<file path="config.mk">
export PLATFORM = sky130hd
export DESIGN_NAME = timer_prescaler_reload_solver_flat
export DESIGN_NICKNAME = d
export VERILOG_FILES = /design/src/rtl/core/tprs_pkg.sv /design/src/rtl/core/tprs_req_if.sv /design/src/rtl/core/tprs_rsp_if.sv /design/src/rtl/core/tprs_div.sv /design/src/rtl/core/timer_prescaler_reload_solver.sv /design/src/flat_wrapper.sv
export VERILOG_INCLUDE_DIRS = /design/src /design/src/rtl/core
export SDC_FILE = /design/constraint.sdc
export NUM_CORES = 1
export LEC_CHECK = 0
export BUFFER_PORTS_ARGS = -buffer_cell sky130_fd_sc_hd__buf_2
export CORE_MARGIN = 4
export CORE_UTILIZATION = 35
export CTS_CLUSTER_DIAMETER = 100
export DETAILED_ROUTE_END_ITERATION = 7
export HOLD_SLACK_MARGIN = 0.08
export PLACE_DENSITY_LB_ADDON = 0.12
export REMOVE_ABC_BUFFERS = 1
export SLEW_MARGIN = 25
export SYNTH_ARGS = -nofsm -noshare
export SYNTH_HDL_FRONTEND = slang
export SYNTH_HIERARCHICAL = 1
export SYNTH_SLANG_ARGS = --single-unit
</file>
<file path="constraint.sdc">
create_clock -name clk -period 18.8 [get_ports clk]
set_input_delay 0.94 -clock clk [delete_from_list [all_inputs] [get_ports clk]]
set_output_delay 0.94 -clock clk [all_outputs]
set_load 0.05 [all_outputs]
</file>
<file path="src/rtl/core/timer_prescaler_reload_solver_macros.svh">
// Assertion macros for the timer prescaler and reload solver.
// Every macro samples on clk and is disabled while rst_n is low.
// No dependencies; included by the RTL files that carry assertions.
`ifndef TIMER_PRESCALER_RELOAD_SOLVER_MACROS_SVH
`define TIMER_PRESCALER_RELOAD_SOLVER_MACROS_SVH

`ifndef ASSERT_OFF

// Property that holds whenever the antecedent is true in the same cycle.
`define TPRS_ASSERT_SAME(label, ante, cons) \
    label: assert property (@(posedge clk) disable iff (!rst_n) (ante) |-> (cons)) \
        else $error("tprs assertion failed");

// Property that holds in the cycle after the antecedent.
`define TPRS_ASSERT_NEXT(label, ante, cons) \
    label: assert property (@(posedge clk) disable iff (!rst_n) (ante) |=> (cons)) \
        else $error("tprs assertion failed");

`else

`define TPRS_ASSERT_SAME(label, ante, cons)
`define TPRS_ASSERT_NEXT(label, ante, cons)

`endif

`endif

</file>
<file path="src/rtl/core/tprs_pkg.sv">
// Package for the timer prescaler and reload solver.
// Holds field widths, register indexes, reset values and the divider structs.
// No dependencies.
package tprs_pkg;

    localparam int FREQ_W     = 42;
    localparam int CLK_W      = 32;
    localparam int RELOAD_W   = 32;
    localparam int PRESC_W    = 16;
    localparam int DIV_W      = 42;
    localparam int CNT_W      = $clog2(DIV_W + 1);
    localparam int CFG_IDX_W  = 2;
    localparam int CFG_DATA_W = 32;

    localparam logic [9:0] MILLI_SCALE = 10'd1000;

    localparam logic [CFG_IDX_W-1:0] REG_TIMER_CLOCK_HZ = 2'd0;
    localparam logic [CFG_IDX_W-1:0] REG_MAX_RELOAD     = 2'd1;

    localparam logic [CLK_W-1:0]    TIMER_CLOCK_HZ_RST = 32'd200000000;
    localparam logic [RELOAD_W-1:0] MAX_RELOAD_RST     = 32'd65535;

    typedef struct packed {
        logic             start;
        logic [DIV_W-1:0] dividend;
        logic [DIV_W-1:0] divisor;
    } div_req_t;

    typedef struct packed {
        logic             busy;
        logic             done;
        logic [DIV_W-1:0] quotient;
        logic [DIV_W-1:0] remainder;
    } div_rsp_t;

endpackage

</file>
<file path="src/rtl/core/tprs_req_if.sv">
// Request channel: one target frequency per transfer.
// Depends on tprs_pkg.
interface tprs_req_if import tprs_pkg::*; ();

    logic              valid;
    logic              ready;
    logic [FREQ_W-1:0] freq_millihz;

    modport source (output valid, output freq_millihz, input ready);
    modport sink   (input valid, input freq_millihz, output ready);

endinterface

</file>
<file path="src/rtl/core/tprs_rsp_if.sv">
// Response channel: prescaler, reload and status per transfer.
// Depends on tprs_pkg.
interface tprs_rsp_if import tprs_pkg::*; ();

    logic                valid;
    logic                ready;
    logic [PRESC_W-1:0]  prescaler;
    logic [RELOAD_W-1:0] reload;
    logic                status;

    modport source (output valid, output prescaler, output reload, output status, input ready);
    modport sink   (input valid, input prescaler, input reload, input status, output ready);

endinterface

</file>
<file path="src/rtl/core/tprs_div.sv">
// Shared restoring divider: one quotient bit per cycle.
// Depends on tprs_pkg and timer_prescaler_reload_solver_macros.svh.
`include "timer_prescaler_reload_solver_macros.svh"

module tprs_div import tprs_pkg::*;
(
    input  logic     clk,
    input  logic     rst_n,
    input  div_req_t req,
    output div_rsp_t rsp
);

    logic             busy_reg;
    logic             done_reg;
    logic [CNT_W-1:0] cnt_reg;
    logic [DIV_W-1:0] rem_reg;
    logic [DIV_W-1:0] quo_reg;
    logic [DIV_W-1:0] dvs_reg;

    logic [DIV_W:0]   shifted;
    logic [DIV_W:0]   diff;
    logic             take;
    logic             last;

    always_comb
    begin
        shifted = {rem_reg, quo_reg[DIV_W-1]};
        diff    = shifted - {1'b0, dvs_reg};
        take    = (shifted >= {1'b0, dvs_reg});
        last    = (cnt_reg == CNT_W'(DIV_W - 1));
    end

    always_ff @(posedge clk or negedge rst_n)
    begin
        if (!rst_n)
        begin
            busy_reg <= 1'b0;
            done_reg <= 1'b0;
            cnt_reg  <= '0;
        end
        else
        begin
            done_reg <= busy_reg && last;
            if (req.start)
            begin
                busy_reg <= 1'b1;
                cnt_reg  <= '0;
            end
            else if (busy_reg)
            begin
                cnt_reg <= cnt_reg + CNT_W'(1);
                if (last)
                begin
                    busy_reg <= 1'b0;
                end
            end
        end
    end

    // Dividend bits leave at the top of quo_reg while quotient bits enter at the bottom.
    always_ff @(posedge clk)
    begin
        if (req.start)
        begin
            rem_reg <= '0;
            quo_reg <= req.dividend;
            dvs_reg <= req.divisor;
        end
        else if (busy_reg)
        begin
            rem_reg <= take ? diff[DIV_W-1:0] : shifted[DIV_W-1:0];
            quo_reg <= {quo_reg[DIV_W-2:0], take};
        end
    end

    assign rsp.busy      = busy_reg;
    assign rsp.done      = done_reg;
    assign rsp.quotient  = quo_reg;
    assign rsp.remainder = rem_reg;

    `TPRS_ASSERT_NEXT(a_start_busy, req.start, busy_reg)
    `TPRS_ASSERT_NEXT(a_done_pulse, done_reg, !done_reg)

endmodule

</file>
<file path="src/rtl/core/timer_prescaler_reload_solver.sv">
// Timer prescaler and reload solver. For each target frequency in millihertz the block
// forms the total count T = timer_clock_hz * 1000 / f and answers the largest reload r
// (1..max_reload) such that r + 1 divides T with quotient q = T / (r + 1) in 1..PRESCALE_SPAN,
// giving prescaler q - 1, reload r and status 0; otherwise status 1 with zero values.
// All divisions run on one shared restoring divider: T, then the smallest
// admissible quotient ceil(T / (max_reload + 1)), then one division per candidate quotient
// tried upward, at most PRESCALE_SPAN of them. A zero total count or a zero max_reload
// stops after the first division, and a zero frequency fails without a division. The next
// request is taken once the current one has moved into the output register.
// Depends on tprs_pkg, tprs_req_if, tprs_rsp_if, tprs_div and the macros header.
`include "timer_prescaler_reload_solver_macros.svh"

module timer_prescaler_reload_solver import tprs_pkg::*;
#(
    parameter longint unsigned PRESCALE_SPAN = 65536
)
(
    input  logic                  clk,
    input  logic                  rst_n,
    input  logic                  cfg_we,
    input  logic [CFG_IDX_W-1:0]  cfg_index,
    input  logic [CFG_DATA_W-1:0] cfg_data,
    tprs_req_if.sink              req,
    tprs_rsp_if.source            rsp
);

    localparam int Q_W = $clog2(PRESCALE_SPAN + 1);

    typedef enum logic [7:0] {
        S_IDLE     = 8'b0000_0001,
        S_T_LAUNCH = 8'b0000_0010,
        S_T_WAIT   = 8'b0000_0100,
        S_B_LAUNCH = 8'b0000_1000,
        S_B_WAIT   = 8'b0001_0000,
        S_Q_LAUNCH = 8'b0010_0000,
        S_Q_WAIT   = 8'b0100_0000,
        S_EMIT     = 8'b1000_0000
    } state_t;

    state_t              state_reg, state_next;

    logic [CLK_W-1:0]    timer_clock_hz_reg;
    logic [RELOAD_W-1:0] max_reload_reg;

    logic [FREQ_W-1:0]   freq_reg;
    logic [DIV_W-1:0]    total_reg;
    logic [Q_W-1:0]      q_reg, q_next;
    logic [PRESC_W-1:0]  res_presc_reg, res_presc_next;
    logic [RELOAD_W-1:0] res_reload_reg, res_reload_next;
    logic                res_status_reg, res_status_next;

    logic                rsp_valid_reg;
    logic [PRESC_W-1:0]  rsp_presc_reg;
    logic [RELOAD_W-1:0] rsp_reload_reg;
    logic                rsp_status_reg;

    div_req_t            div_req;
    div_rsp_t            div_rsp;

    logic [DIV_W-1:0]    numerator;
    logic [RELOAD_W:0]   max_div;
    logic [DIV_W:0]      q_start;
    logic [Q_W-1:0]      q_minus1;
    logic [DIV_W-1:0]    reload_calc;
    logic                accept;
    logic                emit_load;

    tprs_div u_div
    (
        .clk   (clk),
        .rst_n (rst_n),
        .req   (div_req),
        .rsp   (div_rsp)
    );

    assign accept    = req.valid && req.ready;
    assign req.ready = (state_reg == S_IDLE);
    assign emit_load = (state_reg == S_EMIT) && (!rsp_valid_reg || rsp.ready);

    always_comb
    begin
        numerator   = DIV_W'(timer_clock_hz_reg) * DIV_W'(MILLI_SCALE);
        max_div     = (RELOAD_W + 1)'(max_reload_reg) + (RELOAD_W + 1)'(1);
        q_start     = (DIV_W + 1)'(div_rsp.quotient)
                      + (DIV_W + 1)'(div_rsp.remainder != '0);
        q_minus1    = q_reg - Q_W'(1);
        reload_calc = div_rsp.quotient - DIV_W'(1);
    end

    always_comb
    begin
        div_req.start    = 1'b0;
        div_req.dividend = total_reg;
        div_req.divisor  = DIV_W'(q_reg);
        case (state_reg)
            S_T_LAUNCH:
            begin
                div_req.start    = 1'b1;
                div_req.dividend = numerator;
                div_req.divisor  = freq_reg;
            end
            S_B_LAUNCH:
            begin
                div_req.start   = 1'b1;
                div_req.divisor = DIV_W'(max_div);
            end
            S_Q_LAUNCH:
            begin
                div_req.start = 1'b1;
            end
            default:
            begin
                div_req.start = 1'b0;
            end
        endcase
    end

    always_comb
    begin
        state_next      = state_reg;
        q_next          = q_reg;
        res_presc_next  = res_presc_reg;
        res_reload_next = res_reload_reg;
        res_status_next = res_status_reg;
        case (state_reg)
            S_IDLE:
            begin
                if (accept)
                begin
                    res_presc_next  = '0;
                    res_reload_next = '0;
                    res_status_next = 1'b1;
                    // Zero frequency fails at once.
                    state_next = (req.freq_millihz == '0) ? S_EMIT : S_T_LAUNCH;
                end
            end
            S_T_LAUNCH:
            begin
                state_next = S_T_WAIT;
            end
            S_T_WAIT:
            begin
                if (div_rsp.done)
                begin
                    if (div_rsp.quotient == '0 || max_reload_reg == '0)
                    begin
                        state_next = S_EMIT;
                    end
                    else
                    begin
                        state_next = S_B_LAUNCH;
                    end
                end
            end
            S_B_LAUNCH:
            begin
                state_next = S_B_WAIT;
            end
            S_B_WAIT:
            begin
                if (div_rsp.done)
                begin
                    // Start at ceil(T / (max_reload + 1)) so every candidate quotient gives a reload within max_reload.
                    if (q_start > (DIV_W + 1)'(PRESCALE_SPAN))
                    begin
                        state_next = S_EMIT;
                    end
                    else
                    begin
                        q_next     = Q_W'(q_start);
                        state_next = S_Q_LAUNCH;
                    end
                end
            end
            S_Q_LAUNCH:
            begin
                state_next = S_Q_WAIT;
            end
            S_Q_WAIT:
            begin
                if (div_rsp.done)
                begin
                    if (div_rsp.quotient < DIV_W'(2))
                    begin
                        state_next = S_EMIT;
                    end
                    else if (div_rsp.remainder == '0)
                    begin
                        res_presc_next  = PRESC_W'(q_minus1);
                        res_reload_next = reload_calc[RELOAD_W-1:0];
                        res_status_next = 1'b0;
                        state_next      = S_EMIT;
                    end
                    else if (q_reg == Q_W'(PRESCALE_SPAN))
                    begin
                        state_next = S_EMIT;
                    end
                    else
                    begin
                        q_next     = q_reg + Q_W'(1);
                        state_next = S_Q_LAUNCH;
                    end
                end
            end
            S_EMIT:
            begin
                if (emit_load)
                begin
                    state_next = S_IDLE;
                end
            end
            default:
            begin
                state_next = S_IDLE;
            end
        endcase
    end

    always_ff @(posedge clk or negedge rst_n)
    begin
        if (!rst_n)
        begin
            state_reg          <= S_IDLE;
            timer_clock_hz_reg <= TIMER_CLOCK_HZ_RST;
            max_reload_reg     <= MAX_RELOAD_RST;
            rsp_valid_reg      <= 1'b0;
        end
        else
        begin
            state_reg <= state_next;
            if (cfg_we)
            begin
                case (cfg_index)
                    REG_TIMER_CLOCK_HZ: timer_clock_hz_reg <= cfg_data[CLK_W-1:0];
                    REG_MAX_RELOAD:     max_reload_reg     <= cfg_data[RELOAD_W-1:0];
                    default:            ;
                endcase
            end
            if (emit_load)
            begin
                rsp_valid_reg <= 1'b1;
            end
            else if (rsp.ready)
            begin
                rsp_valid_reg <= 1'b0;
            end
        end
    end

    always_ff @(posedge clk)
    begin
        if (accept)
        begin
            freq_reg <= req.freq_millihz;
        end
        if (state_reg == S_T_WAIT && div_rsp.done)
        begin
            total_reg <= div_rsp.quotient;
        end
        q_reg          <= q_next;
        res_presc_reg  <= res_presc_next;
        res_reload_reg <= res_reload_next;
        res_status_reg <= res_status_next;
        if (emit_load)
        begin
            rsp_presc_reg  <= res_presc_reg;
            rsp_reload_reg <= res_reload_reg;
            rsp_status_reg <= res_status_reg;
        end
    end

    assign rsp.valid     = rsp_valid_reg;
    assign rsp.prescaler = rsp_presc_reg;
    assign rsp.reload    = rsp_reload_reg;
    assign rsp.status    = rsp_status_reg;

    `TPRS_ASSERT_SAME(a_start_idle_div, div_req.start, !div_rsp.busy)
    `TPRS_ASSERT_SAME(a_fit_nonzero, rsp.valid && !rsp.status, rsp.reload != '0)
    `TPRS_ASSERT_SAME(a_fail_zero, rsp.valid && rsp.status,
                      rsp.prescaler == '0 && rsp.reload == '0)
    `TPRS_ASSERT_NEXT(a_accept_leaves_idle, accept, state_reg != S_IDLE)

endmodule

</file>
<file path="src/flat_wrapper.sv">
// flat-port wrapper written by rule: the top's interface ports become plain ports
module timer_prescaler_reload_solver_flat import tprs_pkg::*;
#(
    parameter longint unsigned PRESCALE_SPAN = 65536
)
  (clk, rst_n, cfg_we, cfg_index, cfg_data, req_valid, req_freq_millihz, req_ready, rsp_valid, rsp_prescaler, rsp_reload, rsp_status, rsp_ready);
  tprs_req_if req_i ();
  tprs_rsp_if rsp_i ();
  input  logic clk;
  input  logic rst_n;
  input  logic cfg_we;
  input  logic [CFG_IDX_W-1:0] cfg_index;
  input  logic [CFG_DATA_W-1:0] cfg_data;
  input wire logic [$bits(req_i.valid)-1:0] req_valid;
  input wire logic [$bits(req_i.freq_millihz)-1:0] req_freq_millihz;
  output wire logic [$bits(req_i.ready)-1:0] req_ready;
  output wire logic [$bits(rsp_i.valid)-1:0] rsp_valid;
  output wire logic [$bits(rsp_i.prescaler)-1:0] rsp_prescaler;
  output wire logic [$bits(rsp_i.reload)-1:0] rsp_reload;
  output wire logic [$bits(rsp_i.status)-1:0] rsp_status;
  input wire logic [$bits(rsp_i.ready)-1:0] rsp_ready;
  assign req_i.valid = req_valid;
  assign req_i.freq_millihz = req_freq_millihz;
  assign req_ready = req_i.ready;
  assign rsp_valid = rsp_i.valid;
  assign rsp_prescaler = rsp_i.prescaler;
  assign rsp_reload = rsp_i.reload;
  assign rsp_status = rsp_i.status;
  assign rsp_i.ready = rsp_ready;
  timer_prescaler_reload_solver #(.PRESCALE_SPAN(PRESCALE_SPAN)) u_core (.clk(clk), .rst_n(rst_n), .cfg_we(cfg_we), .cfg_index(cfg_index), .cfg_data(cfg_data), .req(req_i), .rsp(rsp_i));
endmodule
</file>
======== After elaboration in Yosys (flattened, before gate mapping) ========
Index checks and enable logic that the tools add are counted.
storage, ports and cells
  register bits ........................... 406
  input port bits ......................... 81
  logic and storage cells ................. 121
cells by class
  add/sub/neg operators ................... 7
  multiply operators ...................... 1
  $lt $le $gt $ge ......................... 3
  eq/ne operators ......................... 21
  muxes and demuxes ....................... 47
  reductions and logical operators ........ 23
operators by type and width
  operator               count
  $mux 42                4
  $mux 32                4
  $logic_not 42->1       3
  $mux 17                6
  $mux 8                 11
  $pmux 42 s2            1
  $mux 16                4
  $pmux 32 s2            1
  $pmux 8 s8             1
  $add 42x1->43          1
  $ge 43x42->1           1
  $gt 43x17->1 const B   1
  $lt 42x2->1 const B    1
  $reduce_bool 42->1     1
  $sub 42x42->42         1
  $mul 32x7->39 const B  1
  $pmux 17 s2            1
  $add 32x1->33 const B  1
  $logic_not 32->1       1
  $pmux 16 s2            1
  $sub 32x1->32 const B  1
  $add 17x1->17 const B  1
  $eq 17x17->1 const B   1
  $ne 2x2->1 const B     8
  other kinds (25)       45

======== Longest topological paths before layout ========
  depth after elaboration ................. 6
  gate-level depth with buffers ........... 18

======== By module ========
The synthesis kept the hierarchy.
by module, submodules not included
  module                         times used  cells each  area an instance (um^2)
  timer_prescaler_reload_solver  1           1739        18462.7
  tprs_div                       1           766         7671.1

======== Worst setup path after synthesis ========
No wires, ideal clock.
  path kind ............................... register to register
  start point ............................. register u_core.state_reg[1]
  end point ............................... register u_core.res_presc_reg[0] (enable)
  library setup time ...................... 0.591 ns
  arrival ................................. 6.359 ns
  data required time ...................... 18.209 ns
  slack ................................... 11.850 ns
  stages on the path, launching flop included .. 8
  path buffers ............................ 1
  clock period less this slack ............ 6.950 ns
  path through ............................ dfrtp_1 > nor2_1 > nand2_1 > nor3_1 > and3b_1 > inv_2 > clkbuf_1 > o41ai_1
between the ends
  word-level cells in the longest chain between the ends .. 4
ends and longest elaborated chain
  element                              line                                                                       text
  from (decl)                          timer_prescaler_reload_solver.sv:40                                        state_t state_reg, state_next;
  from (signal assigned)               timer_prescaler_reload_solver.sv:230                                       state_reg <= state_next;
  $eq 8x1->1                           timer_prescaler_reload_solver.sv:77, timer_prescaler_reload_solver.sv:125
  $logic_and 1x1->1                    timer_prescaler_reload_solver.sv:76                                        assign accept = req.valid && req.ready;
  $ne 2x2->1 (no source line)          -
  $reduce_and 5->1 (no source line) *  -
  to (signal assigned)                 timer_prescaler_reload_solver.sv:261                                       res_presc_reg <= res_presc_next;
  to (decl)                            timer_prescaler_reload_solver.sv:48                                        logic [PRESC_W-1:0] res_presc_reg, res_presc_next;
Every way passes the cells marked *; elsewhere a longest branch is shown, timed or not.
A chain may end at the register's enable or synchronous reset.

==> flow_summary.toml <==
[place]
hpwl_um = 53500
dpl_cell_area_mm2 = 0.0276
preCtsSetupSlack_ns = 12.50
io_buffers = 131
gp_congestion = 0.879

[setup_path]
cp-endpoint = "u_core/u_div/quo_reg[40]"
rr_startpoint = "u_core/timer_clock_hz_reg[9]"
setup.worst_path.start = "u_core/timer_clock_hz_reg[9]"
arrival_ns = 6.54
cp_cell_sequence = "inv_1 -> fa_1 -> fa_1 -> fa_1 -> fa_1 -> inv_1 -> ha_1 -> nand2_1 -> or3_1 -> a211oi_1 -> o21ai_1 -> a211oi_1 -> nor3_1 -> o41ai_1 -> xnor2_1 -> o21ai_0 -> mux2_2"
crit_path_end_kind = "register"
path_class = "register to register"
r2r_setup_slack_ns = 12.60
cpPeakStageDelay_ns = 0.60
rr_worst_depth = 17
cp-start-kind = "register"
crit_slowest_cell = "fa_1"
cp_max_fo = 6
crit_required_ns = 19.14
timing.rr.end = "u_core/u_div/quo_reg[40]"
cpMostUsedCell = "fa_1"

[global_route]
grt_usage = 0.181
gr-total-overflow = 0
grt_pass1_vias = 19400
grt_max_degree = 82
grt_pass1_wl_um = 113000
antenna_found_initial = 0

[timing]
maxSlewViolCount = 0
finalSetupTns_ns = 0
period_share = 0.330
worstMarginPinSlew_ns = 0.897
fin_ws_ns = 12.60
fin_crit_ns = 6.20
maxSlewHeadroom = 0.396
rsz0062_at_grt = "no"
fin_skew_ns = 0.0235
hold_viol = 0
fmax_ghz = 0.161
setup_viol = 0

[route]
dr_wl_met3_um = 3130
highest_layer = "met4"
wl_um = 71700
drt_first_iter_violations = 1267
firstDrtPassIters = 5
vias = 18900
route.detailed.drc = 0
wl_met2_um = 33800
routedWlPerCell_um = 20.0
postRouteAntennaNets = 0
met1_length_um = 33500
routed_via_density = 5.26

[clocking]
cts_buffers = 49
postCtsResizedCells = 0
tritoncts = "done"
cts_root_buf = "clkbuf_16"
clk_pin_slew_ns = 0.06
post_cts_buffers = 0
htree_levels = 2
ctsHoldBuffers = 0
clockBufferDepth = 3
cts_sinks = 406
clk_latency_ns = 0.61

[logic_synthesis]
syn_avg_cell_area_um2 = 10.4
syn_area_mm2 = 0.0261
ys_warn_count = 6
synth_cells = 2504

[floorplan]
die_h_um = 281
die_x_um = 281
core_area_mm2 = 0.0735
row_count = 99
start_util = 0.356
io_pins = 132
die_area_mm2 = 0.0791

[layout]
area_growth_syn_to_layout_pct = 11.8
post-route-util = 0.398
fill_cells = 7236
drive_gt1_frac = 0.142
finalNetCount = 2926
design_area_mm2 = 0.0292

[min_path]
hold_class = "input pin to asynchronous set/reset pin"

[outcome]
status = "complete, no violations"

[job]
maxCapViolCount = 0
[placed cells by master, fill, tap and decap left out, drive strengths merged, types with 46 or more instances in the layout]
master and instances:
a21oi 105, buf 151, clkbuf 60, dfrtp 52, edfxtp 283, fa 119, ha 137, inv 239
mux2 80, nand2 247, nand3 54, nor2 190, nor3 51, nor4 46, o21ai 136, xnor2 97
xor2 72
[metal layers]
metal / vias to the layer above / GRT usage
met1: 9361 / 0.256
li1: 9058 / -
met5: - / 0
met2: 394 / 0.298
met4: 0 / 0.0416
met3: 68 / 0.0238
[stage by stage]
stage | std cells | hold slack, ns
3_3_place_gp | 3497 | 0.405
4_1_cts | 3587 | 0.116
6_report | 3588 | 0.158
2_1_floorplan | 2387 | 0.400
5_1_grt | 3587 | 0.127
3_5_place_dp | 3497 | 0.405
[worst min-delay path by stage]
| stage | slack (ns) | to | cells after the start |
|---|---|---|---|
| 2_1_floorplan | 0.40 | u_core/rsp.prescaler[0] | 0 |
| 3_3_place_gp | 0.40 | u_core/rsp.status | 0 |
| 3_5_place_dp | 0.41 | u_core/rsp.reload[10] | 0 |
| 4_1_cts | 0.12 | u_core/timer_clock_hz_reg[26] | 1 |
| 5_1_grt | 0.13 | u_core/timer_clock_hz_reg[28] | 1 |
| 6_report | 0.16 | u_core/timer_clock_hz_reg[28] | 1 |
[critical path: cells and delay by family, from the launching register on]
family                     cells  cell delay [ns]
AOI/OAI and AO/OA              5             1.62
xor gates and xnor gates       1             0.17
adders and majority gates      5             2.48
buffers and inverters          2             0.20
DFF                            1             0.55
muxes                          1             0.28
and+or+nand+nor                3             0.63
[area by class of cell]
class                           instances  area, µm²  area share
Antenna cell                            1       2.50   0.0000857
Clock buffer                           60       1330      0.0455
Clock inverter                         30        236     0.00810
Inverter                              240        902      0.0309
Multi-Input combinational cell       1741      13300       0.456
Sequential cell                       406      11400       0.390
Tap cell                              959       1200      0.0411
Timing Repair Buffer                  151        812      0.0278
Power is left out: the tool's default activity adds up to more than one toggle a clock period on the data nets, which glitch-free logic cannot reach.
